## config.mk

```make
export PLATFORM = sky130hd
export DESIGN_NAME = box_mean_filter_3x3_core
export DESIGN_NICKNAME = d
export VERILOG_FILES = /design/src/rtl/bmf_pkg.sv /design/src/rtl/bmf_store.sv /design/src/rtl/bmf_mean_unit.sv /design/src/rtl/bmf_ctrl.sv /design/src/rtl/box_mean_filter_3x3_core.sv
export VERILOG_INCLUDE_DIRS = /design/src /design/src/rtl
export SDC_FILE = /design/constraint.sdc
export NUM_CORES = 1
export LEC_CHECK = 0
export BUFFER_PORTS_ARGS = -buffer_cell sky130_fd_sc_hd__buf_2
export CORE_ASPECT_RATIO = 0.7
export CORE_UTILIZATION = 35
export DETAILED_ROUTE_END_ITERATION = 8
export PLACE_DENSITY = 0.47
export RECOVER_POWER = 100
export SETUP_SLACK_MARGIN = 0.5
export SYNTH_ARGS = -nofsm -noshare
export SYNTH_HDL_FRONTEND = slang
export SYNTH_SLANG_ARGS = --single-unit
```

## constraint.sdc

```tcl
create_clock -name clk -period 9.5 [get_ports clk]
set_clock_uncertainty 0.2 [all_clocks]
set_input_delay 0.475 -clock clk [delete_from_list [all_inputs] [get_ports clk]]
set_output_delay 0.475 -clock clk [all_outputs]
set_load 0.01 [all_outputs]
```

## src/rtl/box_mean_filter_3x3_core_macros.svh

```systemverilog
// Assertion helpers used by the RTL controller.
`ifndef BOX_MEAN_FILTER_3X3_CORE_MACROS_SVH
`define BOX_MEAN_FILTER_3X3_CORE_MACROS_SVH

// Same-cycle implication, masked during reset.
`define BMF_ASSERT_NOW(label, clk, rst_n, ante, cons, msg) \
    label: assert property (@(posedge clk) disable iff (!rst_n) (ante) |-> (cons)) \
        else $error(msg);

// Next-cycle implication, masked during reset.
`define BMF_ASSERT_NEXT(label, clk, rst_n, ante, cons, msg) \
    label: assert property (@(posedge clk) disable iff (!rst_n) (ante) |=> (cons)) \
        else $error(msg);

`endif

```

## src/rtl/bmf_pkg.sv

```systemverilog
`default_nettype none

package bmf_pkg;

    localparam int SIDE   = 8;
    localparam int PIXELS = SIDE * SIDE;
    localparam int AW     = $clog2(PIXELS);
    localparam int CW     = $clog2(SIDE);

    localparam int PIX_W     = 8;
    localparam int MEAN_W    = 16;
    localparam int FRAC_BITS = 8;
    localparam int SUM_W     = $clog2(9 * 255 + 1);

    // floor(x / d) == (x * ceil(2^S / d)) >> S for every x below 2^20
    localparam int RECIP_SHIFT = 24;
    localparam int RECIP_W     = 23;
    localparam int PROD_W      = SUM_W + RECIP_W;
    localparam int RECIP_4     = (2 ** RECIP_SHIFT + 3) / 4;
    localparam int RECIP_6     = (2 ** RECIP_SHIFT + 5) / 6;
    localparam int RECIP_9     = (2 ** RECIP_SHIFT + 8) / 9;

    typedef enum logic [2:0] {
        ST_LOAD,
        ST_READ,
        ST_WAIT,
        ST_DIV,
        ST_EMIT
    } state_t;

    typedef enum logic [1:0] {
        DIV_BY_4,
        DIV_BY_6,
        DIV_BY_9
    } div_sel_t;

    typedef struct packed {
        logic     clr;
        logic     add;
        logic     mul;
        div_sel_t sel;
    } ctrl_t;

    function automatic logic [RECIP_W-1:0] recip(input div_sel_t sel);
        logic [RECIP_W-1:0] m;
        unique case (sel)
            DIV_BY_4: m = RECIP_W'(RECIP_4);
            DIV_BY_6: m = RECIP_W'(RECIP_6);
            DIV_BY_9: m = RECIP_W'(RECIP_9);
            default:  m = RECIP_W'(RECIP_9);
        endcase
        return m;
    endfunction

endpackage

`default_nettype wire

```

## src/rtl/bmf_store.sv

```systemverilog
`default_nettype none

module bmf_store
    import bmf_pkg::*;
(
    input  wire logic             clk,
    input  wire logic             we,
    input  wire logic [AW-1:0]    waddr,
    input  wire logic [PIX_W-1:0] wdata,
    input  wire logic             re,
    input  wire logic [AW-1:0]    raddr,
    output logic      [PIX_W-1:0] rdata
);

    logic [PIX_W-1:0] mem [PIXELS];
    logic [PIX_W-1:0] rdata_reg;

    always_ff @(posedge clk)
    begin
        if (we)
        begin
            mem[waddr] <= wdata;
        end
    end

    always_ff @(posedge clk)
    begin
        if (re)
        begin
            rdata_reg <= mem[raddr];
        end
    end

    assign rdata = rdata_reg;

endmodule

`default_nettype wire

```

## src/rtl/bmf_mean_unit.sv

```systemverilog
`default_nettype none

module bmf_mean_unit
    import bmf_pkg::*;
(
    input  wire logic              clk,
    input  wire ctrl_t             ctrl,
    input  wire logic [PIX_W-1:0]  rd_data,
    output logic      [MEAN_W-1:0] mean
);

    logic [SUM_W-1:0]  acc_reg;
    logic [SUM_W-1:0]  acc_next;
    logic [PROD_W-1:0] prod_reg;
    logic [PROD_W-1:0] prod_next;

    always_comb
    begin
        priority if (ctrl.clr)
        begin
            acc_next = '0;
        end
        else if (ctrl.add)
        begin
            acc_next = acc_reg + SUM_W'(rd_data);
        end
        else
        begin
            acc_next = acc_reg;
        end
    end

    // sum * 256 / count, the 8-bit scale folded into the shift
    assign prod_next = PROD_W'(acc_reg) * PROD_W'(recip(ctrl.sel));

    always_ff @(posedge clk)
    begin
        acc_reg <= acc_next;
        if (ctrl.mul)
        begin
            prod_reg <= prod_next;
        end
    end

    assign mean = prod_reg[RECIP_SHIFT-FRAC_BITS +: MEAN_W];

endmodule

`default_nettype wire

```

## src/rtl/bmf_ctrl.sv

```systemverilog
`default_nettype none
`include "box_mean_filter_3x3_core_macros.svh"

module bmf_ctrl
    import bmf_pkg::*;
(
    input  wire logic          clk,
    input  wire logic          rst_n,
    input  wire logic          accept,
    output logic               busy,
    output logic      [AW-1:0] waddr,
    output logic               rd_en,
    output logic      [AW-1:0] raddr,
    output ctrl_t              ctrl,
    output logic               valid,
    output logic               last
);

    state_t state_reg;
    state_t state_next;

    logic [AW-1:0] load_cnt_reg;
    logic [AW-1:0] load_cnt_next;
    logic [CW-1:0] row_reg;
    logic [CW-1:0] row_next;
    logic [CW-1:0] col_reg;
    logic [CW-1:0] col_next;
    logic [1:0]    dr_reg;
    logic [1:0]    dr_next;
    logic [1:0]    dc_reg;
    logic [1:0]    dc_next;
    logic          add_reg;
    logic          add_next;

    logic          tap_last;
    logic          load_last;
    logic          pix_last;
    logic [CW:0]   tap_row;
    logic [CW:0]   tap_col;
    logic          tap_inb;
    logic          row_edge;
    logic          col_edge;

    assign tap_last  = (dr_reg == 2'd2) && (dc_reg == 2'd2);
    assign load_last = (load_cnt_reg == AW'(PIXELS - 1));
    assign pix_last  = (row_reg == CW'(SIDE - 1)) && (col_reg == CW'(SIDE - 1));

    // window tap is offset by one: tap_row == 0 means row -1
    assign tap_row = (CW+1)'(row_reg) + (CW+1)'(dr_reg);
    assign tap_col = (CW+1)'(col_reg) + (CW+1)'(dc_reg);
    assign tap_inb = (tap_row != '0) && (tap_row <= (CW+1)'(SIDE))
                  && (tap_col != '0) && (tap_col <= (CW+1)'(SIDE));
    assign raddr   = AW'(tap_row - 1'b1) * AW'(SIDE) + AW'(tap_col - 1'b1);

    assign row_edge = (row_reg == '0) || (row_reg == CW'(SIDE - 1));
    assign col_edge = (col_reg == '0) || (col_reg == CW'(SIDE - 1));

    always_comb
    begin
        state_next = state_reg;
        unique case (state_reg)
            ST_LOAD:
            begin
                if (accept && load_last)
                begin
                    state_next = ST_READ;
                end
            end
            ST_READ:
            begin
                if (tap_last)
                begin
                    state_next = ST_WAIT;
                end
            end
            ST_WAIT: state_next = ST_DIV;
            ST_DIV:  state_next = ST_EMIT;
            ST_EMIT: state_next = pix_last ? ST_LOAD : ST_READ;
            default: state_next = ST_LOAD;
        endcase
    end

    always_comb
    begin
        load_cnt_next = load_cnt_reg;
        row_next      = row_reg;
        col_next      = col_reg;
        dr_next       = dr_reg;
        dc_next       = dc_reg;
        if ((state_reg == ST_LOAD) && accept)
        begin
            load_cnt_next = load_last ? '0 : load_cnt_reg + 1'b1;
        end
        if (state_reg == ST_READ)
        begin
            if (dc_reg == 2'd2)
            begin
                dc_next = '0;
                dr_next = (dr_reg == 2'd2) ? 2'd0 : dr_reg + 2'd1;
            end
            else
            begin
                dc_next = dc_reg + 2'd1;
            end
        end
        if (state_reg == ST_EMIT)
        begin
            if (col_reg == CW'(SIDE - 1))
            begin
                col_next = '0;
                row_next = (row_reg == CW'(SIDE - 1)) ? '0 : row_reg + 1'b1;
            end
            else
            begin
                col_next = col_reg + 1'b1;
            end
        end
    end

    // output decode
    always_comb
    begin
        busy     = (state_reg != ST_LOAD);
        rd_en    = (state_reg == ST_READ) && tap_inb;
        add_next = rd_en;
        valid    = (state_reg == ST_EMIT);
        last     = valid && pix_last;
        waddr    = load_cnt_reg;
        ctrl.clr = (state_reg == ST_READ) && (dr_reg == '0) && (dc_reg == '0);
        ctrl.add = add_reg;
        ctrl.mul = (state_reg == ST_DIV);
        priority if (row_edge && col_edge)
        begin
            ctrl.sel = DIV_BY_4;
        end
        else if (row_edge || col_edge)
        begin
            ctrl.sel = DIV_BY_6;
        end
        else
        begin
            ctrl.sel = DIV_BY_9;
        end
    end

    always_ff @(posedge clk or negedge rst_n)
    begin
        if (!rst_n)
        begin
            state_reg    <= ST_LOAD;
            load_cnt_reg <= '0;
            row_reg      <= '0;
            col_reg      <= '0;
            dr_reg       <= '0;
            dc_reg       <= '0;
            add_reg      <= 1'b0;
        end
        else
        begin
            state_reg    <= state_next;
            load_cnt_reg <= load_cnt_next;
            row_reg      <= row_next;
            col_reg      <= col_next;
            dr_reg       <= dr_next;
            dc_reg       <= dc_next;
            add_reg      <= add_next;
        end
    end

    `BMF_ASSERT_NEXT(a_image_starts, clk, rst_n, accept && load_last, (state_reg == ST_READ) && (row_reg == '0) && (col_reg == '0), "filter pass did not start at origin")
    `BMF_ASSERT_NEXT(a_image_ends, clk, rst_n, last, (state_reg == ST_LOAD) && (load_cnt_reg == '0), "no return to load after final result")
    `BMF_ASSERT_NEXT(a_window_restart, clk, rst_n, valid, (dr_reg == '0) && (dc_reg == '0), "window taps not rewound after result")
    `BMF_ASSERT_NOW(a_emit_after_div, clk, rst_n, valid, $past(state_reg == ST_DIV), "result strobe without multiply")

endmodule

`default_nettype wire

```

## src/rtl/box_mean_filter_3x3_core.sv

```systemverilog
`default_nettype none
// 3x3 box mean filter over a SIDE x SIDE image of unsigned 8-bit pixels.
//
// Input: a pixel transaction is taken on a rising edge with start high and
// busy low. Pixels arrive in raster order, one per cycle at most.
// Output: once the last pixel of an image is in, busy goes high and the
// block produces SIDE*SIDE means in raster order. Each is on mean_out
// (unsigned 8.8, truncated) for one cycle with valid high; last_out marks
// the final one. The receiver cannot stall, so nothing is held back.
//
// Sequence: loading takes SIDE*SIDE accepted pixels. Each mean then steps
// through the nine window taps one per cycle, reading the in-bounds ones
// from the pixel store, then takes the registered read data, then goes
// through the shared reciprocal multiplier, then presents the result.
// busy drops the cycle after last_out.
//
// Reset: returns to loading with an empty image. The pixel store needs no
// clearing: every read hits a pixel of the current image.
module box_mean_filter_3x3_core
    import bmf_pkg::*;
(
    input  wire logic              clk,
    input  wire logic              rst_n,
    input  wire logic              start,
    output logic                   busy,
    input  wire logic [PIX_W-1:0]  pixel_in,
    output logic                   valid,
    output logic      [MEAN_W-1:0] mean_out,
    output logic                   last_out
);

    logic          accept;
    logic [AW-1:0] waddr;
    logic          rd_en;
    logic [AW-1:0] raddr;
    logic [PIX_W-1:0] rd_data;
    ctrl_t         ctrl;

    assign accept = start && !busy;

    bmf_ctrl u_ctrl (
        .clk    (clk),
        .rst_n  (rst_n),
        .accept (accept),
        .busy   (busy),
        .waddr  (waddr),
        .rd_en  (rd_en),
        .raddr  (raddr),
        .ctrl   (ctrl),
        .valid  (valid),
        .last   (last_out)
    );

    bmf_store u_store (
        .clk   (clk),
        .we    (accept),
        .waddr (waddr),
        .wdata (pixel_in),
        .re    (rd_en),
        .raddr (raddr),
        .rdata (rd_data)
    );

    bmf_mean_unit u_mean (
        .clk     (clk),
        .ctrl    (ctrl),
        .rd_data (rd_data),
        .mean    (mean_out)
    );

endmodule

`default_nettype wire

```

==> results of run 1 <==
[what timing repair did]
action	4_1_cts	5_1_grt
hold buffers	1	0
setup buffers	0	0
hold endpoints to repair	20	0
[path summary, 6_finish.rpt]
| kind | startpoint | end | slack [ps] | depth (start not counted) |
|---|---|---|---|---|
| setup / recovery | u_ctrl.dc_reg[0] | u_store.rdata[5] | 1540 | 13 |
| hold / removal | start | u_ctrl.waddr[1] | 80 | 4 |
| setup reg to reg | u_ctrl.dc_reg[0] | u_store.rdata[5] | 1540 | 13 |
| hold reg to reg | u_ctrl.state_reg[2] | u_ctrl.state_reg[1] | 360 | 1 |
| max in group asynchronous | rst_n | u_ctrl.add_reg | 7740 | 2 |
| min in group asynchronous | rst_n | u_ctrl.waddr[2] | 510 | 2 |
[worst max-delay path: stages, from the launching register on]
cell and delay, ps:
dfrtp_1 450, ha_1 310, clkbuf_1 910, inv_1 570, ha_1 470, xnor2_1 300
xnor2_4 810, clkbuf_2 1370, mux2i_1 280, a32oi_1 400, nand4_1 180, nor3_1 710
o21ai_0 260, o21ai_0 460
[cells in the final DEF (no fill, tap or decap), drive strengths merged, types with 25 or more instances in the layout]
cell type  Yosys  layout
ha           105     105
o21ai         42      42
nor2         113     113
edfxtp       536     536
a32oi         35      35
nand2        378     378
nor3          25      25
clkbuf        45     122
nand3         96      96
a31oi         25      25
buf           46      25
inv          206     208
fa           119     119
and2          29      29
xnor2         28      28
mux2i         77      77
a21oi         26      26
[area by class of cell]
| type | instances | area, sq um |
|---|---|---|
| timing repair buffer | 61 | 320.3 |
| sequential | 568 | 16840 |
| inverter | 206 | 773.2 |
| clock inverter | 16 | 224.0 |
| clock buffer | 87 | 1592 |
| multi-input combinational | 1302 | 10060 |
| fill | 7614 | 48060 |
| tap | 1056 | 1321 |
| antenna | 1 | 2.502 |
[stage by stage]
stage	total power [mW]	util, %	hold slack, ps	cells	instance area (sq um)
2_1_floorplan	2.788	-	-20.59	2167	28160
3_3_place_gp	2.834	37.15	312.1	3192	29420
3_5_place_dp	2.836	37.15	311.2	3192	29420
4_1_cts	5.078	39.45	16.04	3296	31250
5_1_grt	5.170	39.31	84.26	3296	31130
6_report	5.034	39.31	82.26	3297	31130
[kinds of logic after synthesis]
| kind of cell | synth area share (%) |
|---|---|
| fa+ha+maj | 13.12 |
| simple gates | 11.10 |
| mux | 4.496 |
| buf+inv | 4.461 |
| compound gates | 5.456 |
| flops | 59.78 |
| xor+xnor | 1.577 |
[routing by layer]
layer / GRT usage [%] / up-vias / wire (um)
li1: - / 7769 / -
met1: 30.47 / 8717 / 39340
met2: 24.92 / 484 / 29570
met3: 4.754 / 79 / 5903
met4: 3.574 / 0 / 1064
met5: 0 / - / 0
[power groups by stage]
| stage | Sequential, mW | Clock (mW) | Combinational [mW] |
|---|---|---|---|
| 2_1_floorplan | 2.79 | 0 | 0.0000153 |
| 3_3_place_gp | 2.79 | 0 | 0.0466 |
| 3_5_place_dp | 2.79 | 0 | 0.0479 |
| 4_1_cts | 2.73 | 2.30 | 0.0482 |
| 5_1_grt | 2.74 | 2.38 | 0.0489 |
| 6_report | 2.74 | 2.25 | 0.0446 |
==> results.json, run 1 <==
{
  "avgRoutedWirePerCell_um": 23.02,
  "fin_tns_setup_ps": 0,
  "pwr-share-comb_pct": 0.9,
  "synth_nets": 2402,
  "worstSetupPathType": "flop to flop",
  "crit_required_ps": 9670,
  "grt_max_degree": 120,
  "cts-root-buf": "clkbuf_16",
  "route.detailed.drc": 0,
  "seq_area_frac_synth_pct": 59.78,
  "cts_resized": 0,
  "h-tree-depth": 2,
  "hpwl_um": 51890,
  "hold_viol_final": 0,
  "ios": 30,
  "period_share_pct": 83.84,
  "drtIter0Drc": 1686,
  "peakVddDrop_mv": 0.1461,
  "violations": "max-capacitance violations, max-slew violations",
  "yosysWarnings": 0,
  "rsz0062_at_grt": "false",
  "drv_cap": 10,
  "yosys-top-cells-count": "edfxtp_1, nand2_1, inv_1, fa_1, nor2_1",
  "gr-total-overflow": 0,
  "p_sw_mw": 1.026,
  "p_leak_nw": 11.89,
  "vias_per_cell": 5.171,
  "period_needed_ps": 7965,
  "ant_nets": 0,
  "maxSlewHeadroom_pct": -150.9,
  "p_int_mw": 4.008,
  "status": "complete, but fails checks",
  "post-place-ws_ps": 2154,
  "synthArstFlopShare_pct": 3.521,
  "syn_avg_cell_area_sq_um": 13.00,
  "fp-row-count": 86,
  "syn_to_final_growth_pct": 10.55,
  "hp-class": "input port to flop",
  "max_freq_mhz": 125.6,
  "synth_enable_flop_cells": 536,
  "grt_pass1_vias": 16914,
  "setup_viol": 0,
  "pwr-share-clk_pct": 44.7,
  "fp.dieArea_sq_um": 81620,
  "critPathCaptureType": "flop",
  "synth_top_flop_cell": "edfxtp_1",
  "synth_cell_type_count": 63,
  "final_max_slew_viol_count": 578,
  "netlist_area_sq_um": 28160,
  "yosysMostFrequentCell": "edfxtp_1",
  "coreArea_sq_um": 79200,
  "chipWidth_um": 341.0,
  "port_buffers": 29,
  "path_clk_slew_ps": 60,
  "chipHeight_um": 239.3,
  "grt_usage_pct": 18.87,
  "initial_core_util_pct": 35.56,
  "p_seq_share_pct": 54.4,
  "vias": 17049,
  "tightest_slew_ps": 3764,
  "synth_largest_area_cell": "edfxtp_1",
  "antenna_found_initial": 3,
  "worstPathArrival_ps": 8130,
  "clkSinkCount": 568,
  "finalWorstSetupSlack_ps": 1535,
  "switching_share_pct": 20.38,
  "grt_pass1_wl_um": 113600,
  "path_max_fanout": 57,
  "clk_latency_ps": 650,
  "cts.path.max_buffers": 3,
  "synth_top_area_share_pct": 57.15,
  "power.density_nw_per_um2": 161.7,
  "synthCells": 2167,
  "cts_made_buffers": 58,
  "fin_nets": 2432,
  "yosys-top-cells-area": "edfxtp_1, fa_1, nand2_1",
  "cts_tree": "yes",
  "largest_reg_flops": 512,
  "drt_pass1_iterations": 6,
  "gp_congestion": 0.8799,
  "drive_gt1_share_pct": 5.804,
  "drt-total-wl_um": 75880,
  "critPathLaunchType": "flop",
  "ys_seq_elements": 568
}
Power figures use the tool's default switching activity.
==> run 2: changes to the inputs <==
PLACE_DENSITY = 0.49   (was 0.47)
clock period = 6.6 ns   (was 9.5 ns; I/O delays follow)
==> run 2 against run 1 <==
  * The run still ends with max-capacitance violations, max-slew violations left
  * Sequential share of layout area down 2.3 points
  * Sequential cell count unchanged
  * Global-route usage increased by 0.052 points
  * Largest cell class unchanged
  * Largest power group unchanged
  * Highest routed layer is now met5
==> results.json, run 2 (synthesis gave the netlist of run 1 again) <==
{
  "crit_path_top_delay_cell": "fa_1",
  "worstSetupPathType": "flop to flop",
  "fp-row-count": 86,
  "avgRoutedWirePerCell_um": 22.60,
  "maxSlewHeadroom_pct": -126.6,
  "status": "complete, but fails checks",
  "post-place-ws_ps": -33.57,
  "fin_tns_setup_ps": 0,
  "p_leak_nw": 12.43,
  "largest_reg_flops": 512,
  "max_stage_delay_ps": 560,
  "critPathLaunchType": "flop",
  "violations": "max-capacitance violations, max-slew violations",
  "tightest_slew_ps": 3400,
  "cts_tree": "yes",
  "syn_to_final_growth_pct": 15.48,
  "grt_pass1_vias": 17230,
  "final_max_slew_viol_count": 522,
  "power.total_mw": 7.309,
  "crit_chain": "inv_2 > ha_2 > mux2_4 > ha_4 > buf_8 > and2_4 > fa_1 > fa_1 > inv_2 > fa_1 > inv_2 > fa_1 > fa_1 > ha_4 > o21ai_1 > o21ai_1 > o211ai_1 > a31o_2 > o21ai_4 > o21ai_2 > buf_4 > a21oi_2 > xnor2_1",
  "final_util_pct": 41.06,
  "power.density_nw_per_um2": 224.7,
  "finalWorstSetupSlack_ps": 276.2,
  "multi_input_area_sq_um": 10650,
  "chipHeight_um": 239.3,
  "final_common_cell": "edfxtp_1",
  "fillers": 7496,
  "grt_max_degree": 103,
  "drive_gt1_share_pct": 14.27,
  "coreArea_sq_um": 79200,
  "clk_latency_ps": 660,
  "clkSinkCount": 568,
  "path_delay_family": "adder cells",
  "final_cells": 3390,
  "rsz0062_at_grt": "true",
  "cts.path.max_buffers": 3,
  "vias_per_cell": 5.156,
  "place_inst": 3245,
  "peakVddDrop_mv": 0.2144,
  "worstPathArrival_ps": 6490,
  "max_freq_mhz": 158.1,
  "fp.dieArea_sq_um": 81620,
  "drv_cap": 9,
  "crit_required_ps": 6770,
  "route.detailed.drc": 0,
  "gp_congestion": 0.9033,
  "period_share_pct": 95.82,
  "h-tree-depth": 2,
  "drt_pass1_iterations": 5,
  "hp-class": "flop to flop",
  "path_clk_slew_ps": 60,
  "grt_pass1_wl_um": 114400,
  "cts-root-buf": "clkbuf_16",
  "grt_usage_pct": 18.92,
  "antenna_found_initial": 3,
  "path_max_fanout": 7,
  "hpwl_um": 52620,
  "port_buffers": 29,
  "crit_buf_inv": 5,
  "initial_core_util_pct": 35.56,
  "drtIter0Drc": 1477,
  "drt-total-wl_um": 76620,
  "dpl_cell_area_sq_um": 29890,
  "cts_made_buffers": 60,
  "gr-total-overflow": 0,
  "final_cell_mix": "edfxtp_1, nand2_1, inv_1, nor2_1, fa_1",
  "vias": 17479,
  "chipWidth_um": 341.0,
  "crit_path_frequent_cell": "fa_1",
  "hold_slack_ps": 369.9,
  "setup_viol": 0,
  "num_antenna_cells": 0,
  "final_area_sq_um": 32520,
  "hold_viol_final": 0,
  "fin_nets": 2518,
  "period_needed_ps": 6324,
  "critPathCaptureType": "flop",
  "ios": 30,
  "seq_area_sq_um": 16840,
  "ant_nets": 0
}
-- run 2: cell count changes in the layout (fill, tap and decap cells not counted), moves of 7 or more --
cell	change
inv_1	-23
and2_1	-8
clkinv_1	+12
ha_4	+18
and2_4	+8
ha_1	-24
fa_1	-20
fa_2	+20
buf_4	+71
buf_6	+7
inv_2	+22
clkbuf_1	-10
-- run 2: layer usage --
layer | GRT usage, % | part of all wire [%]
met4 | 3.954 | 1.8
met5 | 0 | 0.029
met1 | 30.12 | 51
met2 | 25.63 | 40
met3 | 4.397 | 7.0
-- run 2: what timing repair did --
item                       in CTS  in global routing
hold endpoints to repair       25                  0
hold buffers                    2                  0
setup buffers                  25                  5
setup endpoints to repair      14                 15
pin swaps                      50                 46
gates resized for setup        90                 51
-- run 2: final cells by class --
class                   instances  share of cell area, %
clock inverters                39                  1.127
flip-flops and latches        568                  51.77
inverters                     206                  2.385
well taps                    1056                  4.063
multi-input cells            1302                  32.76
repair buffers                145                  3.116
clock buffers                  74                  4.778
-- run 2: worst paths after layout --
check                             startpoint                   to  slack (ps)  cells after the start
setup / recovery           u_ctrl.col_reg[0]  u_mean.prod_reg[31]         280                     23
hold / removal              u_ctrl.dr_reg[0]     u_ctrl.dr_reg[1]         370                      2
setup reg to reg           u_ctrl.col_reg[0]  u_mean.prod_reg[31]         280                     23
hold reg to reg             u_ctrl.dr_reg[0]     u_ctrl.dr_reg[1]         370                      2
max in group asynchronous              rst_n      u_ctrl.waddr[2]        4890                      2
min in group asynchronous              rst_n      u_ctrl.waddr[5]         460                      2
-- run 2: worst min-delay path, stage by stage (launching register included) --
cell and delay [ps]:
dfrtp_1 420, nand2_1 70, nand2_1 50
-- run 2: report_power, final --
| part | total (mW) | internal, mW | switching (mW) |
|---|---|---|---|
| logic | 0.0635 | 0.00347 | 0.0600 |
| clock network | 3.30 | 1.84 | 1.46 |
| registers | 3.94 | 3.94 | 0 |
==> run 3: changes to the inputs <==
MAX_ROUTING_LAYER = met4   (was default)
==> run 3 against run 2 <==
  * The run still ends with max-capacitance violations, max-slew violations left
  * Total power increased by 1.7%
  * Critical path depth increased by 1
  * Maximum frequency decreased by 0.86%
  * Design area decreased by 0.63%
  * Die area unchanged
  * Via count decreased by 0.38%
  * Clock-buffer cell count increased by 6
  * Clock power increased by 4%
  * Global-route usage increased by 0.38 points
  * Worst hold slack got worse by 1.0 ps
  * First-iteration DRC count increased by 5.4%
  * Critical path type unchanged
  * Largest power group unchanged
==> results.json, run 3 (synthesis gave the netlist of run 1 again) <==
{
  "vias": 17413,
  "crit_path_top_delay_cell": "fa_2",
  "final_util_pct": 40.81,
  "cts.path.max_buffers": 3,
  "drtIter0Drc": 1557,
  "final_cell_mix": "edfxtp_1, nand2_1, inv_1, nor2_1, fa_1",
  "critPathLaunchType": "flop",
  "drt-total-wl_um": 76300,
  "final_common_cell": "edfxtp_1",
  "grt_max_degree": 66,
  "power.density_nw_per_um2": 230.1,
  "worstSetupPathType": "flop to flop",
  "maxSlewHeadroom_pct": -148.5,
  "max_freq_mhz": 156.8,
  "tightest_slew_ps": 3727,
  "drv_cap": 9,
  "clk_latency_ps": 660,
  "chipWidth_um": 341.0,
  "final_max_slew_viol_count": 522,
  "rsz0062_at_grt": "true",
  "setup_viol": 0,
  "vias_per_cell": 5.155,
  "grt_pass1_wl_um": 112700,
  "coreArea_sq_um": 79200,
  "path_max_fanout": 6,
  "antenna_found_initial": 3,
  "worstPathArrival_ps": 6570,
  "violations": "max-capacitance violations, max-slew violations",
  "crit_buf_inv": 6,
  "place_inst": 3254,
  "grt_pass1_vias": 16915,
  "clkSinkCount": 568,
  "p_leak_nw": 12.42,
  "hp-class": "flop to flop",
  "fin_tns_setup_ps": 0,
  "fin_nets": 2510,
  "initial_core_util_pct": 35.56,
  "cts_made_buffers": 59,
  "final_cells": 3378,
  "hold_viol_final": 0,
  "gp_congestion": 0.8789,
  "crit_chain": "inv_2 > ha_2 > mux2_4 > ha_4 > buf_6 > and2_4 > fa_2 > fa_1 > inv_2 > fa_2 > inv_2 > fa_1 > fa_2 > ha_4 > nand2_4 > nor3_2 > a311oi_2 > buf_4 > a21oi_4 > o31ai_4 > buf_12 > o21ai_4 > a21oi_1 > xnor2_1",
  "hpwl_um": 52890,
  "grt_usage_pct": 19.30,
  "chipHeight_um": 239.3,
  "status": "complete, but fails checks",
  "fp-row-count": 86,
  "cts-root-buf": "clkbuf_16",
  "period_needed_ps": 6379,
  "port_buffers": 29,
  "max_stage_delay_ps": 580,
  "h-tree-depth": 2,
  "period_share_pct": 96.65,
  "path_clk_slew_ps": 70,
  "gr-total-overflow": 0,
  "cts_tree": "yes",
  "route.detailed.drc": 0,
  "ios": 30,
  "largest_reg_flops": 512,
  "fillers": 7519,
  "critPathCaptureType": "flop",
  "syn_to_final_growth_pct": 14.75,
  "crit_required_ps": 6790,
  "ant_nets": 0,
  "drive_gt1_share_pct": 12.75,
  "peakVddDrop_mv": 0.2152,
  "path_delay_family": "adder cells",
  "avgRoutedWirePerCell_um": 22.59,
  "fp.dieArea_sq_um": 81620,
  "drt_pass1_iterations": 8
}
==> run 3: cell types whose count changed in the layout (fill, tap and decap cells not counted), sizes merged <==
| cell | change |
|---|---|
| buf | -8 |
| diode | +1 |
| clkbuf | +7 |
| clkinv | -10 |
| bufinv | +2 |
| clkinvlp | -4 |
==> run 3: through the flow <==
stage	instance area [sq um]	total power [mW]	setup slack (ps)	hold slack [ps]
2_1_floorplan	28240	4.013	502.7	-165.6
3_3_place_gp	29980	4.078	50.17	177.2
3_5_place_dp	29980	4.081	-44.41	186.0
4_1_cts	32190	7.511	230.8	49.19
5_1_grt	32320	7.646	30.02	416.2
6_report	32320	7.435	221.4	368.9
==> run 3: layout make-up <==
type,instances,area (sq um),share of cell area [%]
inverter,206,773.2,2.393
clock inverter,27,360.3,1.115
multi-input combinational,1302,10440,32.31
antenna,1,2.502,0.007744
clock buffer,80,1635,5.060
timing repair buffer,138,945.9,2.927
sequential,568,16840,52.10
tap,1056,1321,4.089
==> run 3: final timing paths <==
| path | from | endpoint | slack [ps] | cells after the start |
|---|---|---|---|---|
| setup / recovery | u_ctrl.col_reg[1] | u_mean.prod_reg[30] | 220 | 24 |
| hold / removal | u_ctrl.dr_reg[0] | u_ctrl.dr_reg[1] | 370 | 2 |
| setup reg to reg | u_ctrl.col_reg[1] | u_mean.prod_reg[30] | 220 | 24 |
| hold reg to reg | u_ctrl.dr_reg[0] | u_ctrl.dr_reg[1] | 370 | 2 |
| max in group asynchronous | rst_n | u_ctrl.col_reg[1] | 4880 | 2 |
| min in group asynchronous | rst_n | u_ctrl.waddr[4] | 440 | 2 |
==> run 3: metal layers <==
layer,vias up,global-route usage (%),wire length [um]
li1,7956,-,-
met1,8790,30.09,38760
met2,585,24.82,29860
met3,82,4.754,6452
met4,0,3.886,1236
met5,-,-,0
==> run 3: power by group <==
part	switching, mW	internal (mW)	leakage (nW)	total [mW]
logic	0.0612	0.00346	6.26	0.0646
clock network	1.45	1.98	0.973	3.43
registers	0	3.94	5.18	3.94
total	1.51	5.93	12.4	7.44
==> run 3: repair_timing <==
item,in CTS,in global routing
gates cloned,1,0
hold endpoints to repair,25,0
buffers inserted,5,8
pin swaps,28,30
gates resized for setup,41,46
hold buffers,2,0
setup endpoints to repair,13,16
==> run 3: worst reg2reg max path, delay by kind of cell, from the launching register on <==
kind | cells | cell delay (ps)
xor+xnor | 1 | 100
fa+ha+maj | 8 | 3300
mux | 1 | 300
simple gates | 3 | 300
flops | 1 | 390
buf+inv | 6 | 620
compound gates | 5 | 930
